==> config.mk <==
export PLATFORM = sky130hd
export DESIGN_NAME = tgsb_front
export DESIGN_NICKNAME = d
export VERILOG_FILES = /design/src/hdl/tgsb_pkg.sv /design/src/hdl/tgsb_front.sv
export SDC_FILE = /design/constraint.sdc
export NUM_CORES = 2
export LEC_CHECK = 0
export BUFFER_PORTS_ARGS = -buffer_cell sky130_fd_sc_hd__buf_4
export CORE_UTILIZATION = 50
export CTS_CLUSTER_SIZE = 25
export DETAILED_ROUTE_END_ITERATION = 10
export GPL_TIMING_DRIVEN = 1
export MAX_ROUTING_LAYER = met4
export PLACE_DENSITY = 0.72
export RECOVER_POWER = 100
export SYNTH_ARGS = -nofsm -noshare
export SYNTH_HDL_FRONTEND = slang
export SYNTH_SLANG_ARGS = --single-unit
export TNS_END_PERCENT = 50
==> constraint.sdc <==
create_clock -name clk -period 7 [get_ports clk]
set_clock_uncertainty 0.1 [all_clocks]
set_input_delay 0.7 -clock clk [delete_from_list [all_inputs] [get_ports clk]]
set_output_delay 0.7 -clock clk [all_outputs]
set_load 0.02 [all_outputs]
==> src/hdl/tgsb_pkg.sv <==
// ----------------------------------------------------------------------------
// tgsb_pkg: shared types and constants
// Item layouts, mode codes, status codes and sizing defaults of the grid buffer.
// ----------------------------------------------------------------------------
package tgsb_pkg;

	localparam int DEF_NUM_GRIDS = 8;
	localparam int DEF_MAX_ROWS  = 64;
	localparam int DEF_MAX_COLS  = 256;

	localparam int GLYPH_W = 21;
	localparam int HL_W    = 16;
	localparam int CELL_W  = GLYPH_W + HL_W;

	localparam logic [2:0] MODE_LINE    = 3'd0;
	localparam logic [2:0] MODE_RESIZE  = 3'd1;
	localparam logic [2:0] MODE_CLEAR   = 3'd2;
	localparam logic [2:0] MODE_SCROLL  = 3'd3;
	localparam logic [2:0] MODE_CURSOR  = 3'd4;
	localparam logic [2:0] MODE_DESTROY = 3'd5;
	localparam logic [2:0] MODE_READ    = 3'd6;

	localparam logic [1:0] ST_OK     = 2'd0;
	localparam logic [1:0] ST_ABSENT = 2'd1;
	localparam logic [1:0] ST_REJECT = 2'd2;

	localparam logic [GLYPH_W-1:0] BLANK_GLYPH = GLYPH_W'(32'h20);

	typedef struct packed {
		logic [2:0]         mode;
		logic [2:0]         grid_id;
		logic signed [15:0] row_or_top;
		logic signed [15:0] bottom;
		logic signed [15:0] col_or_left;
		logic signed [15:0] right;
		logic signed [15:0] count;
		logic [20:0]        glyph;
		logic [15:0]        highlight;
		logic               highlight_given;
		logic               run_start;
	} in_item_t;

	typedef struct packed {
		logic [1:0]         status;
		logic [20:0]        cell_glyph;
		logic [15:0]        cell_highlight;
		logic [2:0]         cursor_slot;
		logic signed [15:0] cursor_row_out;
		logic signed [15:0] cursor_col_out;
	} out_item_t;

	// cell-walk command passed from the front to the back
	localparam logic [1:0] OP_NONE   = 2'd0;
	localparam logic [1:0] OP_FILL   = 2'd1; // write data over rect, skip keep rect
	localparam logic [1:0] OP_COPY   = 2'd2; // row copy for scroll
	localparam logic [1:0] OP_READ   = 2'd3;

	typedef struct packed {
		logic [1:0]         op;
		logic [5:0]         grid;
		logic signed [17:0] r0;       // first row
		logic signed [17:0] r_end;    // stop when row reaches this
		logic               r_down;   // walk rows downward
		logic signed [17:0] roff;     // source row offset for copy
		logic [10:0]        c0;
		logic [10:0]        c_end;
		logic [8:0]         keep_h;   // fill skips r<keep_h && c<keep_w
		logic [10:0]        keep_w;
		logic [CELL_W-1:0]  data;     // fill/run data
		out_item_t          res;      // result with read fields pending
	} cmd_t;

endpackage

==> src/hdl/tgsb_front.sv <==
// ----------------------------------------------------------------------------
// tgsb_front: item decoder and grid table
// Keeps per-grid size, cursor and the open line, and turns each item into a
// cell-walk command for the back end.
// ----------------------------------------------------------------------------
module tgsb_front
	import tgsb_pkg::*;
#(
	parameter int NUM_GRIDS = DEF_NUM_GRIDS,
	parameter int MAX_ROWS  = DEF_MAX_ROWS,
	parameter int MAX_COLS  = DEF_MAX_COLS
) (
	input  logic     clk,
	input  logic     arst_n,
	input  logic     in_valid,
	output logic     in_ready,
	input  in_item_t in_item,
	output logic     cmd_valid,
	input  logic     cmd_ready,
	output cmd_t     cmd
);
	localparam int GW  = 6;
	localparam int GIX = (NUM_GRIDS > 1) ? $clog2(NUM_GRIDS) : 1;

	logic               present_q [NUM_GRIDS];
	logic [10:0]        width_q   [NUM_GRIDS];
	logic [8:0]         height_q  [NUM_GRIDS];
	logic signed [15:0] crow_q    [NUM_GRIDS];
	logic signed [15:0] ccol_q    [NUM_GRIDS];
	logic [2:0]         cursor_q;
	logic               run_valid_q;
	logic [2:0]         run_grid_q;
	logic [8:0]         run_row_q;
	logic [16:0]        run_col_q;
	logic [15:0]        run_hl_q;

	logic               ok, pres;
	logic [10:0]        w;
	logic [8:0]         h;
	logic signed [17:0] row, col, bot, rgt, cnt;
	logic               accept;

	// next-state and command
	logic               n_present, n_run_valid;
	logic [10:0]        n_width, hs_w;
	logic [8:0]         n_height;
	logic signed [15:0] n_crow, n_ccol;
	logic [2:0]         n_cursor;
	logic               wr_grid, n_run_load;
	logic [2:0]         rg;
	logic [8:0]         rrow;
	logic [16:0]        rcol, rend;
	logic [15:0]        hl;
	cmd_t               c;
	logic signed [17:0] top_c, bot_c, left_c, rgt_c;
	logic [2:0]         cs;
	logic               cpres;

	assign in_ready = ~cmd_valid | cmd_ready;
	assign accept   = in_valid & in_ready;

	function automatic logic signed [17:0] clamp(input logic signed [17:0] v,
		input logic signed [17:0] hi);
		clamp = (v < 0) ? 18'sd0 : ((v > hi) ? hi : v);
	endfunction

	// table index of a grid slot
	function automatic logic [GIX-1:0] gidx(input logic [2:0] g);
		gidx = GIX'(g);
	endfunction

	always_comb begin
		ok   = 32'(in_item.grid_id) < NUM_GRIDS;
		pres = ok & present_q[gidx(in_item.grid_id)];
		w    = ok ? width_q[gidx(in_item.grid_id)] : '0;
		h    = ok ? height_q[gidx(in_item.grid_id)] : '0;
		row  = 18'(in_item.row_or_top);
		col  = 18'(in_item.col_or_left);
		bot  = 18'(in_item.bottom);
		rgt  = 18'(in_item.right);
		cnt  = 18'(in_item.count);

		n_present = pres; n_width = w; n_height = h;
		n_crow = ok ? crow_q[gidx(in_item.grid_id)] : '0;
		n_ccol = ok ? ccol_q[gidx(in_item.grid_id)] : '0;
		n_cursor = cursor_q;
		wr_grid = 1'b0;
		n_run_valid = run_valid_q;
		n_run_load = 1'b0;
		rg = run_grid_q; rrow = run_row_q; rcol = run_col_q; hl = run_hl_q;
		rend = run_col_q;
		hs_w = '0;
		top_c = '0; bot_c = '0; left_c = '0; rgt_c = '0;

		c = '0;
		c.op = OP_NONE;
		c.grid = GW'(in_item.grid_id);
		c.res.status = ST_OK;

		case (in_item.mode)
			MODE_LINE: begin
				if (in_item.run_start) begin
					n_run_valid = 1'b0;
					if (!pres) begin
						c.res.status = ST_ABSENT;
					end else if (row < 0 || row >= 18'(h) || col < 0) begin
						c.res.status = ST_REJECT;
					end else begin
						n_run_valid = 1'b1;
						rg = in_item.grid_id; rrow = row[8:0]; rcol = col[16:0]; hl = '0;
					end
				end else if (!run_valid_q) begin
					c.res.status = ST_REJECT;
				end else if (32'(run_grid_q) >= NUM_GRIDS ||
					!present_q[gidx(run_grid_q)]) begin
					n_run_valid = 1'b0;
					c.res.status = ST_ABSENT;
				end else if (run_row_q >= height_q[gidx(run_grid_q)]) begin
					n_run_valid = 1'b0;
					c.res.status = ST_REJECT;
				end
				if (n_run_valid) begin
					n_run_load = 1'b1;
					if (in_item.highlight_given) hl = in_item.highlight;
					hs_w = width_q[gidx(rg)];
					rend = rcol;
					if (cnt > 0 && 18'(rcol) < 18'(hs_w)) begin
						rend = (18'(rcol) + cnt > 18'(hs_w)) ? 17'(hs_w) : 17'(rcol + cnt[16:0]);
						c.op = OP_FILL;
						c.grid = GW'(rg);
						c.r0 = 18'(rrow); c.r_end = 18'(rrow) + 18'sd1;
						c.c0 = 11'(rcol); c.c_end = 11'(rend);
						c.data = {hl, in_item.glyph};
					end
				end else begin
					n_run_load = 1'b1;
				end
			end
			MODE_RESIZE: begin
				if (!ok) begin
					c.res.status = ST_ABSENT;
				end else begin
					if (!pres) begin w = '0; h = '0; end
					wr_grid = 1'b1;
					n_present = 1'b1;
					n_width  = 11'(clamp(col, 18'(MAX_COLS)));
					n_height = 9'(clamp(row, 18'(MAX_ROWS)));
					c.op = OP_FILL;
					c.r0 = '0; c.r_end = 18'(n_height);
					c.c0 = '0; c.c_end = n_width;
					c.keep_h = h; c.keep_w = w;
					c.data = {16'd0, BLANK_GLYPH};
				end
			end
			MODE_CLEAR: begin
				if (!pres) c.res.status = ST_ABSENT;
				else begin
					c.op = OP_FILL;
					c.r0 = '0; c.r_end = 18'(h);
					c.c0 = '0; c.c_end = w;
					c.data = {16'd0, BLANK_GLYPH};
				end
			end
			MODE_SCROLL: begin
				if (!pres) c.res.status = ST_ABSENT;
				else begin
					top_c = clamp(row, 18'(h)); bot_c = clamp(bot, 18'(h));
					left_c = clamp(col, 18'(w)); rgt_c = clamp(rgt, 18'(w));
					c.c0 = 11'(left_c); c.c_end = 11'(rgt_c); c.roff = cnt;
					if (cnt > 0 && top_c < bot_c - cnt && left_c < rgt_c) begin
						c.op = OP_COPY; c.r0 = top_c; c.r_end = bot_c - cnt;
					end else if (cnt < 0 && bot_c - 18'sd1 >= top_c - cnt && left_c < rgt_c) begin
						c.op = OP_COPY; c.r_down = 1'b1;
						c.r0 = bot_c - 18'sd1; c.r_end = top_c - cnt - 18'sd1;
					end
				end
			end
			MODE_CURSOR: begin
				if (!ok) c.res.status = ST_ABSENT;
				else begin
					wr_grid = 1'b1; n_present = 1'b1;
					if (!pres) begin n_width = '0; n_height = '0; end
					n_crow = in_item.row_or_top; n_ccol = in_item.col_or_left;
					n_cursor = in_item.grid_id;
				end
			end
			MODE_DESTROY: begin
				if (!pres) c.res.status = ST_ABSENT;
				else begin
					wr_grid = 1'b1; n_present = 1'b0;
					n_width = '0; n_height = '0; n_crow = '0; n_ccol = '0;
					if (run_grid_q == in_item.grid_id) n_run_valid = 1'b0;
				end
			end
			MODE_READ: begin
				if (!pres) c.res.status = ST_ABSENT;
				else if (row < 0 || row >= 18'(h) || col < 0 || col >= 18'(w))
					c.res.status = ST_REJECT;
				else begin
					c.op = OP_READ; c.r0 = row; c.c0 = 11'(col);
				end
			end
			default: ;
		endcase

		// cursor fields after this item
		cs = n_cursor;
		cpres = (32'(cs) < NUM_GRIDS) &&
			((wr_grid && cs == in_item.grid_id) ? n_present : present_q[gidx(cs)]);
		c.res.cursor_slot = cs;
		if (!cpres) begin
			c.res.cursor_row_out = '0; c.res.cursor_col_out = '0;
		end else if (wr_grid && cs == in_item.grid_id) begin
			c.res.cursor_row_out = n_crow; c.res.cursor_col_out = n_ccol;
		end else begin
			c.res.cursor_row_out = crow_q[gidx(cs)];
			c.res.cursor_col_out = ccol_q[gidx(cs)];
		end
	end

	always_ff @(posedge clk or negedge arst_n) begin
		if (!arst_n) begin
			for (int i = 0; i < NUM_GRIDS; i++) begin
				present_q[i] <= 1'b0; width_q[i] <= '0; height_q[i] <= '0;
				crow_q[i] <= '0; ccol_q[i] <= '0;
			end
			cursor_q <= '0; run_valid_q <= 1'b0; run_grid_q <= '0;
			run_row_q <= '0; run_col_q <= '0; run_hl_q <= '0;
			cmd_valid <= 1'b0;
		end else begin
			cmd_valid <= accept | (cmd_valid & ~cmd_ready);
			if (accept) begin
				cursor_q <= n_cursor;
				run_valid_q <= n_run_valid;
				if (n_run_load && n_run_valid) begin
					run_grid_q <= rg; run_row_q <= rrow; run_col_q <= rend; run_hl_q <= hl;
				end
				if (wr_grid) begin
					present_q[gidx(in_item.grid_id)] <= n_present;
					width_q[gidx(in_item.grid_id)]   <= n_width;
					height_q[gidx(in_item.grid_id)]  <= n_height;
					crow_q[gidx(in_item.grid_id)]    <= n_crow;
					ccol_q[gidx(in_item.grid_id)]    <= n_ccol;
				end
			end
		end
	end

	always_ff @(posedge clk) begin
		if (accept) cmd <= c;
	end
endmodule

Word level (Yosys, flattened, before mapping)

Cells that the tools add are included.

Add/sub/neg operators: 7
Multiply operators: 0
Divide/modulo/power cells: 0
Order comparisons: 25
Equal/unequal tests: 8
Shift-type cells: 0
Multiplexer cells: 144
Bitwise gates (word level): 12
Reduce and logical (&&, ||, !) cells: 20

Operators with widths:

| cell                                                                           | number |
|---|---|
| 128-bit bitwise mux                                                            | 2 |
| 16-bit two-way mux                                                             | 16 |
| 16-bit binary-select mux with 3-bit select                                     | 4 |
| 18-bit two-way mux                                                             | 10 |
| 18-bit one-hot mux with 4 select lines                                         | 2 |
| 11-bit two-way mux                                                             | 12 |
| 9-bit two-way mux                                                              | 14 |
| 37-bit two-way mux                                                             | 3 |
| 37-bit one-hot mux with 3 select lines                                         | 1 |
| 17-bit two-way mux                                                             | 6 |
| 88-bit bitwise mux                                                             | 1 |
| 11-bit one-hot mux with 4 select lines                                         | 2 |
| 43-bit two-way mux                                                             | 2 |
| 16-bit by 1-bit less-than comparator with 1-bit output (second input constant) | 5 |
| 77-bit two-way mux                                                             | 1 |
| 72-bit bitwise mux                                                             | 1 |
| 11-bit binary-select mux with 3-bit select                                     | 2 |
| 16-bit one-hot mux with 2 select lines                                         | 2 |
| 9-bit binary-select mux with 3-bit select                                      | 2 |
| 16-bit demux with 3-bit select                                                 | 1 |
| 22-bit two-way mux                                                             | 2 |
| 18-bit less-than comparator                                                    | 2 |
| 36-bit two-way mux                                                             | 1 |
| 18-bit by 16-bit subtractor with 18-bit output                                 | 2 |
| 48 further kinds                                                               | 120 |

Register bits after elaboration: 651
Bits in latches: 0
RAM bits: 0
Bits in read-only memories: 0
Input port bits: 129
Output and inout port bits: 218
Word-level logic and storage cells: 279
Memories: 0

Depth between registers and ports, before layout

Depth in word-level cells: 20
Gate-level depth with buffers: 40

Least setup slack after synthesis

OpenSTA, ideal clock, no wires.

Path type: input-to-reg
From: input in_item[119] (netlist name)
To: register cmd[179] (netlist name) (data pin)
Library setup time: 0.283 ns
Arrival time: 8.130 ns
Slack: -1.513 ns
Stages on the path: 34
Path through: buf_2 buf_2 buf_1 buf_1 buf_1 nand2_1 nand2_1 inv_1 ha_1 nand4_1 nor3_1 nor2_1 a211oi_1 clkbuf_1 nand2_1 o211ai_1 inv_1 ha_1 nor2b_1 o31a_1 o41a_1 nor3_1 o21ba_2 xor2_1 ha_1 a21o_1 a221oi_1 nor2_1 a21oi_1 o221ai_1 a221oi_2 or2_4 buf_6 o221ai_1

Cells in the longest elaborated chain, start to end: 20
Elaborated cells between the ends (all ways): 66

RTL lines:

| element                                                                                                | line              | text |
|---|---|---|
| start: declaration                                                                                     | tgsb_front.sv:17  | `input in_item_t in_item,` |
| parallel branches: the longest is 19 deep, another holds 18-bit by 2-bit subtractor with 18-bit output | --                |  |
| 18-bit one-hot mux with 4 select lines (*)                                                             | tgsb_front.sv:100 | `case (in_item.mode)` |
| end signal: assignment                                                                                 | tgsb_front.sv:250 | `if (accept) cmd <= c;` |
| end: declaration                                                                                       | tgsb_front.sv:20  | `output cmd_t cmd` |

Every way passes the cells marked *. The select of a mux whose other input is x is not followed.
A chain may end at the register's enable or synchronous reset.

Worst setup path in the final report

From: register height_q[19] (netlist name)
To: register cmd[193] (netlist name) (data pin)

Cells in the longest elaborated chain, start to end: 19
Elaborated cells between the ends (all ways): 59

RTL lines:

| element                                                                                                | line              | text |
|---|---|---|
| start: declaration                                                                                     | tgsb_front.sv:27  | `logic [8:0] height_q [NUM_GRIDS];` |
| start signal: indexed assignment                                                                       | tgsb_front.sv:241 | `height_q[gidx(in_item.grid_id)] <= n_height;` |
| parallel branches: the longest is 18 deep, another holds 18-bit by 2-bit subtractor with 18-bit output | --                |  |
| 18-bit one-hot mux with 4 select lines (*)                                                             | tgsb_front.sv:100 |  |

Marks and branches as above.

==> results.sh <==
export IMPL_status="complete, but fails checks"
export IMPL_failed_checks="max-capacitance violations, max-slew violations, negative setup slack"
export IMPL_cp_start_kind="register"
export IMPL_grt_max_degree=154
export IMPL_p_int_mw=7.41
export IMPL_root_buffer="clkbuf_16"
export IMPL_dp_slack_ns=-0.766
export IMPL_crit_top_cell="buf_4"
export IMPL_hold_start="in_valid"
export IMPL_min_to="cmd_valid$_DFF_PN0_"
export IMPL_via_per_inst=6.09
export IMPL_gp_congestion=1.03
export IMPL_holdCritPathClass="input pin to register"
export IMPL_clk_pin_slew_ns=0.06
export IMPL_drc=0
export IMPL_antenna_found_initial=3
export IMPL_mostFrequentLayoutCells="nand2_1 (898), buf_4 (586), o21ai_0 (478)"
export IMPL_finalSetupViolations=1
export IMPL_net_switching_power_mw=3.36
export IMPL_fp_dieArea_sq_um=77800
export IMPL_ant_nets=0
export IMPL_synth_cell_type_count=91
export IMPL_setup_slack_ns=-0.000658
export IMPL_die_y_um=279
export IMPL_cts_tree="yes"
export IMPL_fill_cells=6517
export IMPL_synthCells=4301
export IMPL_rows=101
export IMPL_layout_commonest_cell="nand2_1"
export IMPL_rsz0062_at_grt="yes"
export IMPL_first_global_vias=34400
export IMPL_clkPwrFrac=0.376
export IMPL_drtPass1Iterations=8
export IMPL_ys_seq_area_frac=0.446
export IMPL_min_period_over_period=1.00
export IMPL_swShare=0.312
export IMPL_seq_power_share=0.406
export IMPL_r2r_slack_ns=-0.0007
export IMPL_routedWlPerCell_um=22.3
export IMPL_dpl_hpwl_mm=90.0
export IMPL_p_per_area_nw_per_um2=225
export IMPL_vias=36700
export IMPL_synth_area_sq_um=38300
export IMPL_slew_viol_final=1485
export IMPL_synth_seq_cells=648
export IMPL_cpMaxStageDelayCell="mux4_2"
export IMPL_clk_latency_ns=0.63
export IMPL_grt_overflow=0
export IMPL_drive_above_1_share=0.205
export IMPL_io_buffer_count=306
export IMPL_start_util=0.505
export IMPL_yosysWarningCount=0
export IMPL_final_nets=5234
export IMPL_reg2reg_to="cmd[193]$_SDFFCE_PN0P_"
export IMPL_end_kind="register"
export IMPL_core_region_area_sq_um=75900
export IMPL_combPwrFrac=0.217
export IMPL_crit_family="compound AO/OA/AOI/OAI gates"
export IMPL_p_leak_nw=20.3
export IMPL_finalPower_mw=10.8
export IMPL_critPathMaxFanout=7
export IMPL_worstMarginPinSlew_ns=3.53
export IMPL_worstPathArrival_ns=7.27
export IMPL_h_tree_depth=3
export IMPL_vdd_drop_max_v=0.000163
export IMPL_critPathRequiredTime_ns=7.27
export IMPL_maxCapViolCount=21
export IMPL_die_x_um=279
export IMPL_setup_worst_path_class="register to register"
export IMPL_cp_num_buf_inv=6
export IMPL_relSlewSlack=-1.36
export IMPL_io_pins=347
export IMPL_synthFlopType="dfrtp_1"
export IMPL_cts_sinks=648
export IMPL_hold_viol_final=0
export IMPL_avgSynthCellArea_sq_um=8.92
export IMPL_fin_crit_ns=7.00
export IMPL_track_usage=0.347
export IMPL_cts_buffers=73
export IMPL_max_stage_delay_ns=0.48
export IMPL_fmax_ghz=0.143
export IMPL_drt_iter0_markers=4188
export IMPL_syn_to_final_growth_pct=24.6
export IMPL_ys_async_sr_fraction=0.731
export IMPL_rr_worst_depth=32
export IMPL_hold_depth=2
export IMPL_final_core_util=0.629
export IMPL_grt_pass1_wl_mm=203
export IMPL_wl_mm=134
export IMPL_synth_edf_count=174
export IMPL_cts_buffer_depth=3
export IMPL_worstReg2RegStart="height_q[19]$_DFFE_PN0P_"
==> Yosys cell counts (15+ instances only) <==
library cell,n,share of area
nand2_1,912,0.089
o21ai_0,498,0.065
dfrtp_1,474,0.31
nor2_1,242,0.024
clkbuf_1,237,0.023
edfxtp_1,174,0.14
a21oi_1,173,0.023
ha_1,163,0.053
inv_1,107,0.010
nand3_1,107,0.014
a22oi_1,89,0.017
mux2i_1,80,0.021
a31oi_1,71,0.012
and3_1,70,0.011
nor2b_1,59,0.0096
a211oi_1,58,0.011
a22o_1,53,0.012
a221oi_1,47,0.011
buf_4,45,0.0088
o22ai_1,44,0.0072
a21o_1,41,0.0080
nor3_1,34,0.0044
a311oi_1,33,0.0075
xnor2_1,33,0.0075
mux4_2,30,0.018
buf_1,26,0.0025
xor2_1,26,0.0059
nor4_1,24,0.0039
o21a_1,22,0.0043
nand4_1,21,0.0034
nand2b_1,20,0.0033
a32oi_1,19,0.0043
buf_2,17,0.0022
or2_2,17,0.0028
mux2_2,16,0.0047
o221ai_1,16,0.0037
and2_1,15,0.0024
==> power by group through the flow <==
stage          Combinational (mW)  Sequential, mW  Clock [mW]
2_1_floorplan                1.26            4.45           0
3_3_place_gp                 2.24            4.43           0
3_5_place_dp                 2.27            4.43           0
4_1_cts                      2.29            4.36        4.10
5_1_grt                      2.53            4.40        4.24
6_report                     2.34            4.37        4.05
==> routing by layer <==
metal,GRT usage,share of wire
met4,0.165,0.050
met2,0.528,0.45
met5,-,0
met1,0.448,0.40
met3,0.0645,0.098
==> per-stage QoR <==
step / setup TNS (ns) / hold slack [ns] / cells / cell area, sq um
finish: -0.000658 / 0.185 / 6028 / 47800
global route: -9.88 / 0.190 / 6028 / 47800
CTS: 0 / 0.166 / 5994 / 47800
detailed placement: -52.04 / 0.370 / 5859 / 45200
global placement: -38.82 / 0.359 / 5859 / 45200
floorplan: -10.52 / 0.304 / 4365 / 39100
==> final cells by class <==
type,count,area (sq um),area share
repair buffers,825,5720,0.120
inverters,109,427,0.00893
multi-input cells,3282,20700,0.434
flip-flops and latches,648,17100,0.358
diodes,1,2.50,0.0000524
clock buffers,101,2120,0.0443
well taps,1030,1290,0.0270
clock inverters,32,409,0.00857
==> worst reg2reg max path: cells and delay by family, from the launching register on <==
kind	cells	cell delay, ns
flip-flops	1	0.40
XOR/XNOR	1	0.16
AND/OR/NAND/NOR	6	0.58
adder cells (fa/ha/maj)	3	0.77
multiplexers	2	0.72
AO/OA/AOI/OAI	14	3.14
buffers and inverters	6	0.85
==> sequential cells by signal, indices dropped and copies added, names as in the netlist, 9 cells and up <==
| name | count |
|---|---|
| ccol_q | 128 |
| cmd | 174 |
| crow_q | 128 |
| height_q | 72 |
| run_col_q | 17 |
| run_hl_q | 16 |
| run_row_q | 9 |
| width_q | 88 |
==> how the worst max path moves through the flow <==
| stage | from | cells after the start | endpoint | slack [ns] |
|---|---|---|---|---|
| final | height_q[19]$_DFFE_PN0P_ | 32 | cmd[193]$_SDFFCE_PN0P_ | -0.0007 |
| after global routing | in_item[121] | 35 | cmd[136]$_SDFFCE_PN0P_ | -0.30 |
| after CTS | height_q[6]$_DFFE_PN0P_ | 37 | cmd[193]$_SDFFCE_PN0P_ | 0.004 |
| after detailed placement | in_item[120] | 30 | cmd[193]$_SDFFCE_PN0P_ | -0.77 |
| after global placement | in_item[121] | 32 | cmd[193]$_SDFFCE_PN0P_ | -0.66 |
| after floorplan | in_item[121] | 33 | cmd[190]$_SDFFCE_PN0P_ | -0.32 |
==> repair_timing <==
action                                  CTS  global route
hold endpoints to repair                 59             0
endpoints found under the setup margin   29            94
gates resized for setup                  16           121
buffers inserted                          0            30
pin swaps                                 9            64
hold buffers                              1             0
gates cloned                              1             4
==> cells by family after synthesis <==
logic type / count (synthesis) / share of synthesized area
other: 2 / 0.000196
muxes: 126 / 0.0432
xor gates and xnor gates: 59 / 0.0135
AOI/OAI and AO/OA: 1276 / 0.212
DFF: 648 / 0.446
buffers and inverters: 438 / 0.0486
adders and majority gates: 166 / 0.0548
and+or+nand+nor: 1586 / 0.182
(Power assumes the default switching activity.)
